$ cat src/gpg_pkg.sv
// Shared types, constants and gait tables for the gait phase generator.
// No dependencies; every other file in src refers to this package by scoped name.
package gpg_pkg;

  // Number of legs and number of defined gaits.
  localparam int unsigned NUM_LEGS   = 6;
  localparam int unsigned GAIT_COUNT = 6;

  // Default number of phase points in one gait cycle.
  localparam int unsigned PHASE_POINTS_DEF = 1000;

  // Depth of the queue between the step front end and the phase back end.
  localparam int unsigned QUEUE_DEPTH = 2;

  // Field widths.
  localparam int unsigned GAIT_W   = 3;
  localparam int unsigned FWD_W    = 15;
  localparam int unsigned TURN_W   = 16;
  localparam int unsigned SLIDER_W = 7;
  localparam int unsigned OPHASE_W = 10;
  localparam int unsigned STEP_W   = 8;

  // Gait codes.
  localparam logic [GAIT_W-1:0] GAIT_TRIPOD = 3'd0;
  localparam logic [GAIT_W-1:0] GAIT_WAVE   = 3'd1;
  localparam logic [GAIT_W-1:0] GAIT_RIPPLE = 3'd2;
  localparam logic [GAIT_W-1:0] GAIT_BI     = 3'd3;
  localparam logic [GAIT_W-1:0] GAIT_QUAD   = 3'd4;
  localparam logic [GAIT_W-1:0] GAIT_HOP    = 3'd5;

  // Slider offset: the speed factor is (slider + 10) / 100.
  localparam logic [7:0] SLIDER_BIAS = 8'd10;

  // Division of the speed product by 256000 is a shift by 11 and then a
  // division by 125.  Quotients above 275 never win the minimum, so the
  // dividend is clamped first, and within that range the reciprocal
  // multiply below is exact.
  localparam int unsigned     ADIV_PRE_SHIFT = 11;
  localparam logic [15:0]     Y_CLAMP        = 16'd34375;
  localparam logic [16:0]     ADIV_RECIP     = 17'd67109;  // ceil(2^23 / 125)
  // Division of the limit product by 100 is a shift by 2 and then a
  // division by 25, exact for dividends up to 6850.
  localparam logic [15:0]     BDIV_RECIP     = 16'd41944;  // ceil(2^20 / 25)

  // Largest step that can be reported.
  localparam logic [8:0] STEP_SAT = 9'd255;

  // Leg mode codes.
  typedef enum logic [1:0] {
    MODE_PROPEL = 2'd0,
    MODE_LIFT   = 2'd1,
    MODE_RESET  = 2'd3
  } gpg_mode_e;

  // Control word that travels with each step through the queue.
  typedef struct packed {
    logic                enter;
    logic [STEP_W-1:0]   step;
  } gpg_step_t;

  // Forward speed in tenths for each gait.
  function automatic logic [5:0] speed_tenths(input logic [GAIT_W-1:0] gait);
    logic [5:0] val;
    case (gait)
      GAIT_WAVE: val = 6'd4;
      GAIT_BI:   val = 6'd40;
      default:   val = 6'd10;
    endcase
    return val;
  endfunction

  // Maximum speed for each gait.
  function automatic logic [7:0] max_speed(input logic [GAIT_W-1:0] gait);
    logic [7:0] val;
    case (gait)
      GAIT_WAVE: val = 8'd160;
      GAIT_BI:   val = 8'd130;
      default:   val = 8'd200;
    endcase
    return val;
  endfunction

  // Starting phase of each leg in sixths of a cycle.
  function automatic logic [2:0] offset_sixths(input logic [GAIT_W-1:0] gait,
                                               input logic [2:0] leg);
    logic [2:0] val;
    val = 3'd0;
    case (gait)
      GAIT_WAVE: begin
        case (leg)
          3'd1:    val = 3'd1;
          3'd2:    val = 3'd2;
          3'd3:    val = 3'd5;
          3'd4:    val = 3'd4;
          3'd5:    val = 3'd3;
          default: val = 3'd0;
        endcase
      end
      GAIT_RIPPLE: begin
        case (leg)
          3'd1:    val = 3'd4;
          3'd2:    val = 3'd2;
          3'd3:    val = 3'd5;
          3'd4:    val = 3'd1;
          3'd5:    val = 3'd3;
          default: val = 3'd0;
        endcase
      end
      GAIT_BI, GAIT_QUAD: begin
        case (leg)
          3'd1, 3'd4: val = 3'd2;
          3'd2, 3'd5: val = 3'd4;
          default:    val = 3'd0;
        endcase
      end
      GAIT_HOP: val = 3'd0;
      default: begin
        val = leg[0] ? 3'd3 : 3'd0;
      end
    endcase
    return val;
  endfunction

endpackage

$ cat src/gpg_front.sv
// Step front end: accepts control ticks and computes the common phase step.
// Depends on gpg_pkg for gait tables and division constants.
module gpg_front #(
  parameter int unsigned PHASE_POINTS = gpg_pkg::PHASE_POINTS_DEF,
  localparam int unsigned PhaseW = $clog2(PHASE_POINTS)
) (
  input  logic                              clk_i,
  input  logic                              rst_ni,
  input  logic [gpg_pkg::GAIT_W-1:0]        gait_i,
  input  logic                              in_valid_i,
  output logic                              in_ready_o,
  input  logic [gpg_pkg::FWD_W-1:0]         forward_magnitude_i,
  input  logic signed [gpg_pkg::TURN_W-1:0] turn_amount_i,
  input  logic [gpg_pkg::SLIDER_W-1:0]      speed_slider_i,
  input  logic                              enter_walk_i,
  output logic                              out_valid_o,
  input  logic                              out_ready_i,
  output gpg_pkg::gpg_step_t                out_ctrl_o,
  output logic [PhaseW-1:0]                 out_step_mod_o
);

  localparam int unsigned ModW     = ((PhaseW > 8) ? PhaseW : 8) + 1;
  localparam int unsigned ModSteps = 255 / PHASE_POINTS;

  // Pipeline control: all stages move together when the last one can drain.
  logic adv;
  logic v1_q, v2_q, v3_q;

  assign adv        = !v3_q || out_ready_i;
  assign in_ready_o = adv;

  always_ff @(posedge clk_i or negedge rst_ni) begin
    if (!rst_ni) begin
      v1_q <= 1'b0;
      v2_q <= 1'b0;
      v3_q <= 1'b0;
    end else if (adv) begin
      v1_q <= in_valid_i;
      v2_q <= v1_q;
      v3_q <= v2_q;
    end
  end

  // Stage 0: magnitude, speed factor and the first products.
  logic [15:0] turn_bits, turn_abs, mag;
  logic [7:0]  fac;
  logic [15:0] lim_prod;
  logic [21:0] p1_d;
  logic [12:0] bz_d;

  always_comb begin
    turn_bits = turn_amount_i;
    turn_abs  = turn_bits[15] ? (~turn_bits + 16'd1) : turn_bits;
    mag       = ({1'b0, forward_magnitude_i} > turn_abs) ? {1'b0, forward_magnitude_i}
                                                         : turn_abs;
    fac       = 8'(speed_slider_i) + gpg_pkg::SLIDER_BIAS;
    p1_d      = 22'(mag) * 22'(gpg_pkg::speed_tenths(gait_i));
    lim_prod  = 16'(gpg_pkg::max_speed(gait_i)) * 16'(fac);
    bz_d      = lim_prod[14:2];
  end

  logic [21:0] p1_q;
  logic [7:0]  fac_q;
  logic [12:0] bz_q;
  logic        en1_q;

  always_ff @(posedge clk_i) begin
    if (adv) begin
      p1_q  <= p1_d;
      fac_q <= fac;
      bz_q  <= bz_d;
      en1_q <= enter_walk_i;
    end
  end

  // Stage 1: full speed product and the speed limit quotient.
  logic [29:0] p2;
  logic [18:0] y_full;
  logic [15:0] yc_d;
  logic [28:0] bprod;
  logic [8:0]  b_d;

  always_comb begin
    p2     = 30'(p1_q) * 30'(fac_q);
    y_full = p2[29:gpg_pkg::ADIV_PRE_SHIFT];
    yc_d   = (y_full > 19'(gpg_pkg::Y_CLAMP)) ? gpg_pkg::Y_CLAMP : y_full[15:0];
    bprod  = 29'(bz_q) * 29'(gpg_pkg::BDIV_RECIP);
    b_d    = bprod[28:20];
  end

  logic [15:0] yc_q;
  logic [8:0]  b_q;
  logic        en2_q;

  always_ff @(posedge clk_i) begin
    if (adv) begin
      yc_q  <= yc_d;
      b_q   <= b_d;
      en2_q <= en1_q;
    end
  end

  // Stage 2: speed quotient, minimum, saturation and reduction into the cycle.
  logic [32:0]     aprod;
  logic [8:0]      a_val, smin;
  logic [7:0]      step_d;
  logic [ModW-1:0] red;

  always_comb begin
    aprod  = 33'(yc_q) * 33'(gpg_pkg::ADIV_RECIP);
    a_val  = aprod[31:23];
    smin   = (a_val < b_q) ? a_val : b_q;
    step_d = (smin > gpg_pkg::STEP_SAT) ? gpg_pkg::STEP_SAT[7:0] : smin[7:0];
    red    = ModW'(step_d);
    for (int k = 0; k < ModSteps; k++) begin
      if (red >= ModW'(PHASE_POINTS)) begin
        red = red - ModW'(PHASE_POINTS);
      end
    end
  end

  gpg_pkg::gpg_step_t ctrl_q;
  logic [PhaseW-1:0]  step_mod_q;

  always_ff @(posedge clk_i) begin
    if (adv) begin
      ctrl_q.enter <= en2_q;
      ctrl_q.step  <= step_d;
      step_mod_q   <= red[PhaseW-1:0];
    end
  end

  assign out_valid_o    = v3_q;
  assign out_ctrl_o     = ctrl_q;
  assign out_step_mod_o = step_mod_q;

endmodule

$ cat src/gpg_queue.sv
// Small flip-flop queue that decouples the step front end from the phase back end.
// Depends on gpg_pkg only for its default depth.
module gpg_queue #(
  parameter int unsigned DATA_W = 8,
  parameter int unsigned DEPTH  = gpg_pkg::QUEUE_DEPTH
) (
  input  logic              clk_i,
  input  logic              rst_ni,
  input  logic              push_valid_i,
  output logic              push_ready_o,
  input  logic [DATA_W-1:0] push_data_i,
  output logic              pop_valid_o,
  input  logic              pop_ready_i,
  output logic [DATA_W-1:0] pop_data_o
);

  localparam int unsigned PtrW = (DEPTH > 1) ? $clog2(DEPTH) : 1;
  localparam int unsigned CntW = $clog2(DEPTH + 1);

  logic [DATA_W-1:0] mem_q [DEPTH];
  logic [PtrW-1:0]   wr_ptr_q, rd_ptr_q;
  logic [CntW-1:0]   count_q;
  logic              do_push, do_pop;

  assign push_ready_o = (count_q != CntW'(DEPTH));
  assign pop_valid_o  = (count_q != '0);
  assign do_push      = push_valid_i && push_ready_o;
  assign do_pop       = pop_valid_o && pop_ready_i;
  assign pop_data_o   = mem_q[rd_ptr_q];

  // Storage is written only at the tail.
  always_ff @(posedge clk_i) begin
    if (do_push) begin
      mem_q[wr_ptr_q] <= push_data_i;
    end
  end

  // Pointers and fill count.
  always_ff @(posedge clk_i or negedge rst_ni) begin
    if (!rst_ni) begin
      wr_ptr_q <= '0;
      rd_ptr_q <= '0;
      count_q  <= '0;
    end else begin
      if (do_push) begin
        wr_ptr_q <= (wr_ptr_q == PtrW'(DEPTH - 1)) ? '0 : wr_ptr_q + PtrW'(1);
      end
      if (do_pop) begin
        rd_ptr_q <= (rd_ptr_q == PtrW'(DEPTH - 1)) ? '0 : rd_ptr_q + PtrW'(1);
      end
      if (do_push && !do_pop) begin
        count_q <= count_q + CntW'(1);
      end else if (do_pop && !do_push) begin
        count_q <= count_q - CntW'(1);
      end
    end
  end

endmodule

$ cat src/gpg_back.sv
// Phase back end: holds leg phases and modes, classifies legs and advances phases.
// Depends on gpg_pkg for gait tables, mode codes and the step word type.
module gpg_back #(
  parameter int unsigned PHASE_POINTS = gpg_pkg::PHASE_POINTS_DEF,
  localparam int unsigned PhaseW = $clog2(PHASE_POINTS)
) (
  input  logic                             clk_i,
  input  logic                             rst_ni,
  input  logic [gpg_pkg::GAIT_W-1:0]       gait_i,
  input  logic                             in_valid_i,
  output logic                             in_ready_o,
  input  gpg_pkg::gpg_step_t               in_ctrl_i,
  input  logic [PhaseW-1:0]                in_step_mod_i,
  output logic                             out_valid_o,
  input  logic                             out_ready_i,
  output logic [gpg_pkg::OPHASE_W-1:0]     leg_phase_o [gpg_pkg::NUM_LEGS],
  output logic [gpg_pkg::NUM_LEGS-1:0]     propel_mask_o,
  output logic [gpg_pkg::NUM_LEGS-1:0]     entered_mask_o,
  output logic [gpg_pkg::STEP_W-1:0]       step_size_o
);

  localparam int unsigned NumLegs = gpg_pkg::NUM_LEGS;
  localparam int unsigned OutW    = gpg_pkg::OPHASE_W;

  // Starting phase for each number of sixths.
  localparam logic [PhaseW-1:0] OFF_TAB [6] = '{
    PhaseW'(0),
    PhaseW'(PHASE_POINTS / 6),
    PhaseW'((2 * PHASE_POINTS) / 6),
    PhaseW'((3 * PHASE_POINTS) / 6),
    PhaseW'((4 * PHASE_POINTS) / 6),
    PhaseW'((5 * PHASE_POINTS) / 6)
  };

  // A leg propels while its phase is below ceil(n * points / 60), n per gait.
  localparam logic [PhaseW-1:0] TH_TAB [6] = '{
    PhaseW'((31 * PHASE_POINTS + 59) / 60),
    PhaseW'((50 * PHASE_POINTS + 59) / 60),
    PhaseW'((32 * PHASE_POINTS + 59) / 60),
    PhaseW'((21 * PHASE_POINTS + 59) / 60),
    PhaseW'((41 * PHASE_POINTS + 59) / 60),
    PhaseW'((30 * PHASE_POINTS + 59) / 60)
  };

  logic [PhaseW-1:0]        phase_q [NumLegs];
  gpg_pkg::gpg_mode_e       mode_q  [NumLegs];
  logic [gpg_pkg::GAIT_W-1:0] used_gait_q;
  logic                     primed_q;
  logic                     out_valid_q;

  logic take;
  assign in_ready_o = !out_valid_q || out_ready_i;
  assign take       = in_valid_i && in_ready_o;

  // Per-leg classification and advance for the word at the queue head.
  logic                 reinit;
  logic [PhaseW-1:0]    cur     [NumLegs];
  logic [PhaseW-1:0]    nxt     [NumLegs];
  gpg_pkg::gpg_mode_e   new_mode[NumLegs];
  logic [PhaseW:0]      sum     [NumLegs];
  logic [PhaseW+OutW-1:0] cur_ext [NumLegs];
  logic [NumLegs-1:0]   propel_d, entered_d;

  always_comb begin
    reinit = !primed_q || in_ctrl_i.enter || (used_gait_q != gait_i);
    for (int i = 0; i < NumLegs; i++) begin
      cur[i] = reinit ? OFF_TAB[gpg_pkg::offset_sixths(gait_i, 3'(i))] : phase_q[i];
      propel_d[i]  = (cur[i] < TH_TAB[gait_i]);
      new_mode[i]  = propel_d[i] ? gpg_pkg::MODE_PROPEL : gpg_pkg::MODE_LIFT;
      entered_d[i] = reinit ? 1'b1 : (new_mode[i] != mode_q[i]);
      sum[i]       = {1'b0, cur[i]} + {1'b0, in_step_mod_i};
      nxt[i]       = (sum[i] >= (PhaseW + 1)'(PHASE_POINTS))
                     ? PhaseW'(sum[i] - (PhaseW + 1)'(PHASE_POINTS))
                     : sum[i][PhaseW-1:0];
      cur_ext[i]   = (PhaseW + OutW)'(cur[i]);
    end
  end

  // Leg state and the output valid flag.
  always_ff @(posedge clk_i or negedge rst_ni) begin
    if (!rst_ni) begin
      for (int i = 0; i < NumLegs; i++) begin
        phase_q[i] <= '0;
        mode_q[i]  <= gpg_pkg::MODE_RESET;
      end
      used_gait_q <= '0;
      primed_q    <= 1'b0;
      out_valid_q <= 1'b0;
    end else begin
      if (take) begin
        for (int i = 0; i < NumLegs; i++) begin
          phase_q[i] <= nxt[i];
          mode_q[i]  <= new_mode[i];
        end
        used_gait_q <= gait_i;
        primed_q    <= 1'b1;
        out_valid_q <= 1'b1;
      end else if (out_ready_i) begin
        out_valid_q <= 1'b0;
      end
    end
  end

  // Result word register.
  logic [OutW-1:0]    phase_out_q [NumLegs];
  logic [NumLegs-1:0] propel_q, entered_q;
  logic [7:0]         step_q;

  always_ff @(posedge clk_i) begin
    if (take) begin
      for (int i = 0; i < NumLegs; i++) begin
        phase_out_q[i] <= cur_ext[i][OutW-1:0];
      end
      propel_q  <= propel_d;
      entered_q <= entered_d;
      step_q    <= in_ctrl_i.step;
    end
  end

  assign out_valid_o    = out_valid_q;
  assign leg_phase_o    = phase_out_q;
  assign propel_mask_o  = propel_q;
  assign entered_mask_o = entered_q;
  assign step_size_o    = step_q;

endmodule

$ cat src/gait_phase_generator_top.sv
// Top level of the six-leg gait phase generator: gait register, front end, queue, back end.
// Depends on gpg_pkg, gpg_front, gpg_queue and gpg_back.
//
//   Channel  Direction  Handshake                 Word
//   cfg      in         cfg_valid_i/cfg_ready_o   gait select
//   in       in         in_valid_i/in_ready_o     one control tick
//   out      out        out_valid_o/out_ready_i   leg phases, masks, step size
//
// After a tick is accepted, the acceptance edge loads the first of three step
// stages, the two later stages finish the step, the word waits in the queue and
// the back end works on the six legs and registers the result word.  Both the
// step pipeline and the back end take one word per cycle unless the output stalls.
// A two-word queue lets the step pipeline keep filling while the output stalls.
// Reset puts every phase at zero, every leg mode at reset and the gait at tripod.
module gait_phase_generator_top #(
  parameter int unsigned PHASE_POINTS = gpg_pkg::PHASE_POINTS_DEF
) (
  input  logic                              clk_i,
  input  logic                              rst_ni,
  input  logic                              cfg_valid_i,
  output logic                              cfg_ready_o,
  input  logic [gpg_pkg::GAIT_W-1:0]        cfg_gait_select_i,
  input  logic                              in_valid_i,
  output logic                              in_ready_o,
  input  logic [gpg_pkg::FWD_W-1:0]         forward_magnitude_i,
  input  logic signed [gpg_pkg::TURN_W-1:0] turn_amount_i,
  input  logic [gpg_pkg::SLIDER_W-1:0]      speed_slider_i,
  input  logic                              enter_walk_i,
  output logic                              out_valid_o,
  input  logic                              out_ready_i,
  output logic [gpg_pkg::OPHASE_W-1:0]      leg0_phase_o,
  output logic [gpg_pkg::OPHASE_W-1:0]      leg1_phase_o,
  output logic [gpg_pkg::OPHASE_W-1:0]      leg2_phase_o,
  output logic [gpg_pkg::OPHASE_W-1:0]      leg3_phase_o,
  output logic [gpg_pkg::OPHASE_W-1:0]      leg4_phase_o,
  output logic [gpg_pkg::OPHASE_W-1:0]      leg5_phase_o,
  output logic [gpg_pkg::NUM_LEGS-1:0]      propel_mask_o,
  output logic [gpg_pkg::NUM_LEGS-1:0]      entered_mask_o,
  output logic [gpg_pkg::STEP_W-1:0]        step_size_o
);

  localparam int unsigned PhaseW = $clog2(PHASE_POINTS);
  localparam int unsigned QDataW = $bits(gpg_pkg::gpg_step_t) + PhaseW;

  // Gait register; unused codes act as tripod.
  logic [gpg_pkg::GAIT_W-1:0] gait_sel_q, gait_eff;

  assign cfg_ready_o = 1'b1;

  always_ff @(posedge clk_i or negedge rst_ni) begin
    if (!rst_ni) begin
      gait_sel_q <= gpg_pkg::GAIT_TRIPOD;
    end else if (cfg_valid_i) begin
      gait_sel_q <= cfg_gait_select_i;
    end
  end

  assign gait_eff = (gait_sel_q > gpg_pkg::GAIT_HOP) ? gpg_pkg::GAIT_TRIPOD : gait_sel_q;

  // Step front end.
  logic               f_valid, f_ready;
  gpg_pkg::gpg_step_t f_ctrl;
  logic [PhaseW-1:0]  f_step_mod;

  gpg_front #(
    .PHASE_POINTS(PHASE_POINTS)
  ) u_front (
    .clk_i              (clk_i),
    .rst_ni             (rst_ni),
    .gait_i             (gait_eff),
    .in_valid_i         (in_valid_i),
    .in_ready_o         (in_ready_o),
    .forward_magnitude_i(forward_magnitude_i),
    .turn_amount_i      (turn_amount_i),
    .speed_slider_i     (speed_slider_i),
    .enter_walk_i       (enter_walk_i),
    .out_valid_o        (f_valid),
    .out_ready_i        (f_ready),
    .out_ctrl_o         (f_ctrl),
    .out_step_mod_o     (f_step_mod)
  );

  // Queue between the two halves.
  logic              q_valid, q_ready;
  logic [QDataW-1:0] q_data;

  gpg_queue #(
    .DATA_W(QDataW),
    .DEPTH (gpg_pkg::QUEUE_DEPTH)
  ) u_queue (
    .clk_i       (clk_i),
    .rst_ni      (rst_ni),
    .push_valid_i(f_valid),
    .push_ready_o(f_ready),
    .push_data_i ({f_ctrl, f_step_mod}),
    .pop_valid_o (q_valid),
    .pop_ready_i (q_ready),
    .pop_data_o  (q_data)
  );

  gpg_pkg::gpg_step_t b_ctrl;
  logic [PhaseW-1:0]  b_step_mod;

  assign b_ctrl     = q_data[QDataW-1:PhaseW];
  assign b_step_mod = q_data[PhaseW-1:0];

  // Phase back end.
  logic [gpg_pkg::OPHASE_W-1:0] leg_phase [gpg_pkg::NUM_LEGS];

  gpg_back #(
    .PHASE_POINTS(PHASE_POINTS)
  ) u_back (
    .clk_i         (clk_i),
    .rst_ni        (rst_ni),
    .gait_i        (gait_eff),
    .in_valid_i    (q_valid),
    .in_ready_o    (q_ready),
    .in_ctrl_i     (b_ctrl),
    .in_step_mod_i (b_step_mod),
    .out_valid_o   (out_valid_o),
    .out_ready_i   (out_ready_i),
    .leg_phase_o   (leg_phase),
    .propel_mask_o (propel_mask_o),
    .entered_mask_o(entered_mask_o),
    .step_size_o   (step_size_o)
  );

  assign leg0_phase_o = leg_phase[0];
  assign leg1_phase_o = leg_phase[1];
  assign leg2_phase_o = leg_phase[2];
  assign leg3_phase_o = leg_phase[3];
  assign leg4_phase_o = leg_phase[4];
  assign leg5_phase_o = leg_phase[5];

endmodule

$ cat config.mk
export PLATFORM = sky130hd
export DESIGN_NAME = gait_phase_generator_top
export DESIGN_NICKNAME = d
export VERILOG_FILES = /design/src/gpg_pkg.sv /design/src/gpg_front.sv /design/src/gpg_queue.sv /design/src/gpg_back.sv /design/src/gait_phase_generator_top.sv
export SDC_FILE = /design/constraint.sdc
export NUM_CORES = 1
export LEC_CHECK = 0
export BUFFER_PORTS_ARGS = -buffer_cell sky130_fd_sc_hd__buf_2
export CAP_MARGIN = 5
export CORE_ASPECT_RATIO = 0.9
export CORE_MARGIN = 2
export CORE_UTILIZATION = 43
export CTS_CLUSTER_SIZE = 12
export DETAILED_ROUTE_END_ITERATION = 10
export SYNTH_ARGS = -nofsm -noshare
export SYNTH_HDL_FRONTEND = slang
export SYNTH_SLANG_ARGS = --single-unit
$ cat constraint.sdc
create_clock -name clk_i -period 7.66 [get_ports clk_i]
set_input_delay 0.383 -clock clk_i [delete_from_list [all_inputs] [get_ports clk_i]]
set_output_delay 0.383 -clock clk_i [all_outputs]
set_load 0.02 [all_outputs]
==> reports/summary.md, run 1 <==
Outcome
- finished clean — run status

STA
- 0 — count of final max-slew check failures
- 139.8 MHz — fmax
- 25.74% — Slew headroom
- 93.38% — period utilisation layout
- 1.114 ns — actual slew at the worst max-slew pin
- 0 — final count of hold timing violations
- 0 ns — total negative setup slack
- 0.01961 ns — Final Skew
- 7.153 ns — shortest period the worst path allows
- 0 — count of endpoints failing setup in the final report

Job
- 0 — count of maximum capacitance violations

Global routing
- 0 — residual overflow from global routing
- 114,800 um — first-pass GRT wire length
- 21,610 — number of global-route vias before repair
- 70 — pin count of the biggest net entering global routing
- 19.25% — global-route total usage across every layer
- 0 — antenna violations before repair

Clock network
- sky130_fd_sc_hd__clkbuf_16 — clock root cell
- 30 — CTS buffer count
- 3 — number of buffers on the longest clock path
- built — clock tree from TritonCTS
- 0.61 ns — later-pin clock latency in the skew report
- 258 — total clock sinks
- 0.06 ns — clk slew on worst S/H paths
- 1 — level count of the clock H-tree

Setup path
- u_front.yc_q[1]$_SDFFCE_PN1P_ — Reg-to-Reg Start
- flop — endpoint type of the worst setup path
- u_front.out_ctrl_o[7]$_SDFFCE_PN1P_ — Reg-to-Reg End
- 28 — worst reg2reg path depth
- 4 — buffering stage count on the worst path with inverters included
- reg2reg — critical path class
- sky130_fd_sc_hd__fa_1 — standard cell with the maximum stage delay on the critical path
- 7.51 ns — signal arrival time at the worst endpoint
- 0.54 ns — highest cell delay on the worst timing path
- 28 — number of logic stages on the critical path including buffering
- flop — launching element type of the critical path
- 0.51 ns — setup slack of the worst register-to-register path
- adder cells — CP delay by family, top
- 7 — largest driver fanout on the critical path
- 8.02 ns — required time at the endpoint of the critical path
- sky130_fd_sc_hd__ha_1 — critical path's most frequent cell

Routing
- 5 — total iterations of the first detailed-routing run
- 21,870 — DR vias
- 0 — DR DRC count
- 0 — antenna-violating nets left
- 5.179 — vias per inst
- 1,109 — Iter 0 DRT Violations
- 16.53 um — wire length per cell after detailed routing
- 69,800 um — wirelength, routed

Die
- 284.5 um — overall die width
- 43.43% — starting density of the core
- 72,950 um2 — full die area
- 70,100 um2 — floorplan core area
- 130 — io pins
- 256.4 um — Die H
- 92 — Std-Cell Rows

Yosys
- 30,450 um2 — Post-Synthesis Cell Area
- 3,138 — number of cells produced by synthesis
- 3,938 — post-synthesis net count
- 0 — Synthesis Warnings
- 4.048% — xor/xnor cell area share of the yosys netlist
- 24.13% — part of the Yosys area used for sequential elements
- 11.55% — Compound-Gate Fraction of Synth Area
- adder cells — main combinational cell family by area after synthesis
- 37.26% — post-synthesis adder-cell area fraction
- sky130_fd_sc_hd__edfxtp_1 — Synth Flop Type
- 258 — synthesis-stage register bit count
- 31.78% — share of flip-flops with an asynchronous set or reset
- 98 — unique cell type count in the Yosys netlist
- 2.844% — mux cell area share after synthesis
- 176 — number of synthesized flops with an enable pin
- 9.703 um2 — syn_area_per_cell
- 13.05% — post-synthesis simple-gate area fraction

Finish
- sky130_fd_sc_hd__ha_1, sky130_fd_sc_hd__inv_1, sky130_fd_sc_hd__nand2_1 — leading cell types in the layout, fill and taps excluded
- 47.46% — Final Util
- 9.267% — area growth from synthesis to final layout
- 4,059 — NumNets Final
- sky130_fd_sc_hd__ha_1 — most common cell after layout, fill and taps aside
- 0 — count of inserted antenna diode cells
- 33,270 um2 — area of all placed cells without fillers
- 8.651% — fraction of final layout cells sized beyond drive strength 1

Min path
- in2reg — type of the worst min-delay path
- 2 — number of cells on the worst hold path
- gait_sel_q[2]$_DFFE_PN0P_ — worst min-delay path endpoint
- cfg_gait_select_i[2] — startpoint of the lowest-slack hold path

Place
- 128 — count of input and output buffers
- 32,210 um2 — Placed Instance Area
- 54,660 um — placed wire-length estimate after detailed placement
- 0.8474 — routability-driven placement congestion ratio

-- through the flow --
stage          setup WS [ns]  hold slack (ns)  instances
2_1_floorplan         0.6916          0.08741       3138
3_3_place_gp          0.3365           0.4208       4162
3_5_place_dp          0.2148           0.4074       4162
4_1_cts               0.1738         0.003334       4222
5_1_grt            -0.008395         0.009839       4223
6_report              0.5074          0.03179       4223
-- registers in the layout (all words and copies together) (netlist names), 7 cells and up --
name                count
u_back.leg_phase_o     60
u_back.step_size_o      8
u_front.p1_q           21
u_front.yc_q           16
u_front.bz_q           13
u_back.phase_q         60
u_queue.mem_q          18
u_front.b_q             9
u_front.fac_q           8
u_back.mode_q           7
u_front.out_ctrl_o      9
-- cell usage after synthesis (all sizes together) (9+ instances only) --
| cell type | count | area (um2) |
|---|---|---|
| nor3b | 12 | 90.09 |
| clkbuf | 58 | 217.7 |
| o2111ai | 9 | 78.83 |
| a21boi | 11 | 82.58 |
| buf | 22 | 148.9 |
| nand4 | 14 | 93.84 |
| xor2 | 51 | 461.7 |
| o21ai | 130 | 654.4 |
| nand2 | 371 | 1393 |
| a211oi | 25 | 202.7 |
| a31oi | 18 | 112.6 |
| and2 | 107 | 669.4 |
| xnor2 | 88 | 770.7 |
| a2111oi | 10 | 108.9 |
| nor2 | 134 | 505.5 |
| o31ai | 19 | 161.4 |
| edfxtp | 176 | 5285 |
| mux2 | 20 | 225.2 |
| nand2b | 13 | 81.33 |
| nor3 | 31 | 166.4 |
| or2 | 11 | 68.82 |
| dfrtp | 75 | 1877 |
| o21bai | 17 | 127.6 |
| nand3 | 42 | 210.2 |
| o211ai | 14 | 105.1 |
| o21a | 37 | 277.8 |
| or3 | 13 | 81.33 |
| a21o | 46 | 352.8 |
| inv | 479 | 1798 |
| fa | 256 | 5125 |
| mux2i | 64 | 640.6 |
| nor2b | 24 | 150.1 |
| ha | 497 | 6218 |
| nand3b | 9 | 67.56 |
| and3 | 17 | 106.4 |
| a21oi | 95 | 486.7 |
-- cell families (layout without fill, tap and decap cells) --
group                    after synthesis  in the layout
XOR/XNOR                             139            139
adder cells (fa/ha/maj)              753            753
buffers and inverters                559            704
multiplexers                          84             84
AO/OA/AOI/OAI                        510            510
other                                  1              1
flip-flops                           258            258
AND/OR/NAND/NOR                      834            834
-- timing repair --
item,in CTS,in global routing
endpoints found under the hold margin,40,0
setup endpoints to repair,0,7
resized for setup,0,4
setup buffers,0,1
hold buffers,4,0
-- per-layer routing --
layer | vias up | global-route usage, % | wire (um)
met5 | - | 0 | 0
met4 | 0 | 3.626 | 1407
met3 | 76 | 2.171 | 2489
met2 | 314 | 31.56 | 31780
met1 | 10560 | 27.60 | 34130
li1 | 10930 | - | -
-- worst max-delay path by stage --
stage,slack (ns),startpoint,end
after global routing,-0.008,u_front.yc_q[1]$_SDFFCE_PN1P_,u_front.out_ctrl_o[7]$_SDFFCE_PN1P_
after floorplan,0.69,u_front.yc_q[2]$_SDFFCE_PN1P_,u_front.out_ctrl_o[1]$_SDFFCE_PN1P_
after CTS,0.17,u_front.yc_q[1]$_SDFFCE_PN1P_,u_front.out_ctrl_o[7]$_SDFFCE_PN1P_
after global placement,0.34,u_front.yc_q[1]$_SDFFCE_PN1P_,u_front.out_ctrl_o[3]$_SDFFCE_PN1P_
after detailed placement,0.21,u_front.yc_q[1]$_SDFFCE_PN1P_,u_front.out_ctrl_o[7]$_SDFFCE_PN1P_
final,0.51,u_front.yc_q[1]$_SDFFCE_PN1P_,u_front.out_ctrl_o[7]$_SDFFCE_PN1P_
-- final cells by class --
cell class	instances	area, um2
Clock inverter	14	158.9
Fill cell	6682	36830
Multi-Input combinational cell	2321	20980
Inverter	479	1800
Timing Repair Buffer	169	973.4
Sequential cell	258	7346
Clock buffer	42	835.8
Tap cell	940	1176
Power of run 1 is left out: the tool's default activity adds up to more than one toggle a clock period on the data nets, which glitch-free logic cannot reach.
==> run 2, diff against run 1 <==
==> constraint.sdc (replaced) <==
create_clock -name clk_i -period 7.66 [get_ports clk_i]
set_input_delay 1.532 -clock clk_i [delete_from_list [all_inputs] [get_ports clk_i]]
set_output_delay 1.532 -clock clk_i [all_outputs]
set_load 0.02 [all_outputs]
==> run 2 against run 1 <==
Effect of this change: critical path depth did not move; non-clock buffer count rose by 57; global-route usage rose by 0.14 points; final cell count rose by 1.3%; via count rose by 1.7%; fmax fell by 3.2%; wire length rose by 1.2%; core utilization rose by 0.66 points; clock skew rose by 0.0022 ns; die area did not move; flip-flop and latch count did not move.
==> reports/summary.md, run 2 (synthesis gave the netlist of run 1 again) <==
Min path
- 0 — number of cells on the worst hold path, -2
- reg2reg — type of the worst min-delay path

Setup path
- 8.01 ns — required time at the endpoint of the critical path, about the same
- in2reg — critical path class
- 7.74 ns — signal arrival time at the worst endpoint, +0.23 ns
- 15 — largest driver fanout on the critical path, +8
- 29 — worst reg2reg path depth, +3.6%
- flop — endpoint type of the worst setup path
- input pin — launching element type of the critical path

STA
- 135.3 MHz — fmax, -3.2%
- 33.29% — Slew headroom, +7.6 points
- 0 — final count of hold timing violations, unchanged
- 0 — count of final max-slew check failures, unchanged
- 0.02185 ns — Final Skew, +0.002240 ns
- 7.391 ns — shortest period the worst path allows, +0.2387 ns
- 96.49% — period utilisation layout, +3.1 points
- 0.9921 ns — actual slew at the worst max-slew pin, -0.1219 ns
- 0 ns — total negative setup slack, unchanged
- 0.4268 ns — hold slack, +0.3950 ns
- 0 — count of endpoints failing setup in the final report, unchanged

Finish
- sky130_fd_sc_hd__ha_1, sky130_fd_sc_hd__inv_1, sky130_fd_sc_hd__nand2_1 — leading cell types in the layout, fill and taps excluded
- 0 — count of inserted antenna diode cells, unchanged
- 4,280 — non-filler instance count after layout, +1.3%
- 10.57% — fraction of final layout cells sized beyond drive strength 1, +1.9 points
- 10.78% — area growth from synthesis to final layout
- 4,116 — NumNets Final, +1.4%
- sky130_fd_sc_hd__ha_1 — most common cell after layout, fill and taps aside

Routing
- 5.197 — vias per inst, +0.34%
- 16.50 um — wire length per cell after detailed routing, -0.18%
- 0 — DR DRC count, unchanged
- 22,240 — DR vias, +1.7%
- 0 — antenna-violating nets left, unchanged
- 6 — total iterations of the first detailed-routing run, +1
- 70,620 um — wirelength, routed, +1.2%
- 1,157 — Iter 0 DRT Violations, +4.3%

Place
- 0.8297 — routability-driven placement congestion ratio, -2.1%
- 55,240 um — placed wire-length estimate after detailed placement, +1.1%
- 4,221 — post-placement cell count, +1.4%
- 128 — count of input and output buffers, unchanged

Global routing
- 115,500 um — first-pass GRT wire length, +0.62%
- 1 — antenna violations before repair, +1
- 70 — pin count of the biggest net entering global routing, unchanged
- 0 — residual overflow from global routing, unchanged
- 19.39% — global-route total usage across every layer, +0.14 points
- 21,940 — number of global-route vias before repair, +1.5%

Clock network
- 1 — level count of the clock H-tree, unchanged
- 0.61 ns — later-pin clock latency in the skew report, about the same
- 0 — cts-stage hold buffer count, -4
- 3 — number of buffers on the longest clock path, unchanged
- built — clock tree from TritonCTS
- 0.06 ns — clk slew on worst S/H paths, about the same
- 30 — CTS buffer count, unchanged
- 258 — total clock sinks, unchanged
- sky130_fd_sc_hd__clkbuf_16 — clock root cell

Die
- 256.4 um — Die H, unchanged
- 72,950 um2 — full die area, unchanged
- 284.5 um — overall die width, unchanged
- 70,100 um2 — floorplan core area, unchanged
- 43.43% — starting density of the core, unchanged
- 92 — Std-Cell Rows, unchanged
- 130 — io pins, unchanged

Outcome
- finished clean — run status

Job
- 0 — count of maximum capacitance violations, unchanged

-- run 2: what timing repair did --
action                                  in CTS  in global routing
resized for setup                            0                 13
endpoints found under the setup margin       0                 12
buffers inserted                             0                  1
-- run 2: cell type report --
class	instances	area [um2]
clock inverters	17	177.7
multi-input cells	2321	21020
fillers	6698	36370
repair buffers	226	1426
well taps	940	1176
inverters	479	1800
clock buffers	39	784.5
flip-flops and latches	258	7346
-- run 2: routing by layer --
metal | vias to the layer above | GRT usage, % | share of wire, %
met5 | - | 0 | 0
met4 | 0 | 3.874 | 2.0
met3 | 75 | 2.144 | 4.3
met2 | 444 | 31.19 | 45
met1 | 10680 | 28.23 | 49
li1 | 11040 | - | -
-- run 2: worst paths after layout --
path / start / to / slack (ns)
worst max register to register: u_front.yc_q[11]$_SDFFCE_PN0P_ / u_front.out_ctrl_o[2]$_SDFFCE_PN1P_ / 0.47
min in group asynchronous: rst_ni / u_back.phase_q[58]$_DFFE_PN0P_ / 0.77
worst min register to register: u_front.en2_q$_DFFE_PP_ / u_front.out_ctrl_o[8]$_DFFE_PP_ / 0.43
max in group asynchronous: rst_ni / u_back.phase_q[25]$_DFFE_PN0P_ / 5.66
worst min-delay path: u_front.en2_q$_DFFE_PP_ / u_front.out_ctrl_o[8]$_DFFE_PP_ / 0.43
worst max-delay path: turn_amount_i[7] / u_front.p1_q[21]$_DFFE_PP_ / 0.27
-- run 2: stage by stage --
step	setup WS (ns)	utilization [%]	area, um2
2_1_floorplan	0.06250	-	30450
3_3_place_gp	-0.2184	46.59	32660
3_5_place_dp	-0.3319	46.59	32660
4_1_cts	0.08451	47.96	33620
5_1_grt	-0.02708	48.11	33730
6_report	0.2688	48.11	33730
-- run 2: critical path, cell delays in order --
cell                        delay [ns]
sky130_fd_sc_hd__buf_2            0.11
sky130_fd_sc_hd__or4_4            0.55
sky130_fd_sc_hd__or4_4            0.52
sky130_fd_sc_hd__nand2_1          0.10
sky130_fd_sc_hd__xnor2_1          0.13
sky130_fd_sc_hd__inv_1            0.07
sky130_fd_sc_hd__ha_1             0.29
sky130_fd_sc_hd__nand4_1          0.12
sky130_fd_sc_hd__nor2_1           0.14
sky130_fd_sc_hd__nor3_1           0.06
sky130_fd_sc_hd__a31o_2           0.26
sky130_fd_sc_hd__a21oi_4          0.29
sky130_fd_sc_hd__clkbuf_16        0.23
sky130_fd_sc_hd__buf_4            0.26
sky130_fd_sc_hd__mux2i_1          0.23
sky130_fd_sc_hd__ha_1             0.27
sky130_fd_sc_hd__fa_1             0.53
sky130_fd_sc_hd__inv_1            0.05
sky130_fd_sc_hd__fa_1             0.52
sky130_fd_sc_hd__inv_1            0.04
sky130_fd_sc_hd__ha_1             0.30
sky130_fd_sc_hd__and3_1           0.18
sky130_fd_sc_hd__a21oi_1          0.24
sky130_fd_sc_hd__a31oi_1          0.17
sky130_fd_sc_hd__nand2b_1         0.10
sky130_fd_sc_hd__and4_1           0.20
sky130_fd_sc_hd__a21oi_1          0.08
sky130_fd_sc_hd__xor2_1           0.15
Power of run 2 is left out for the same reason.
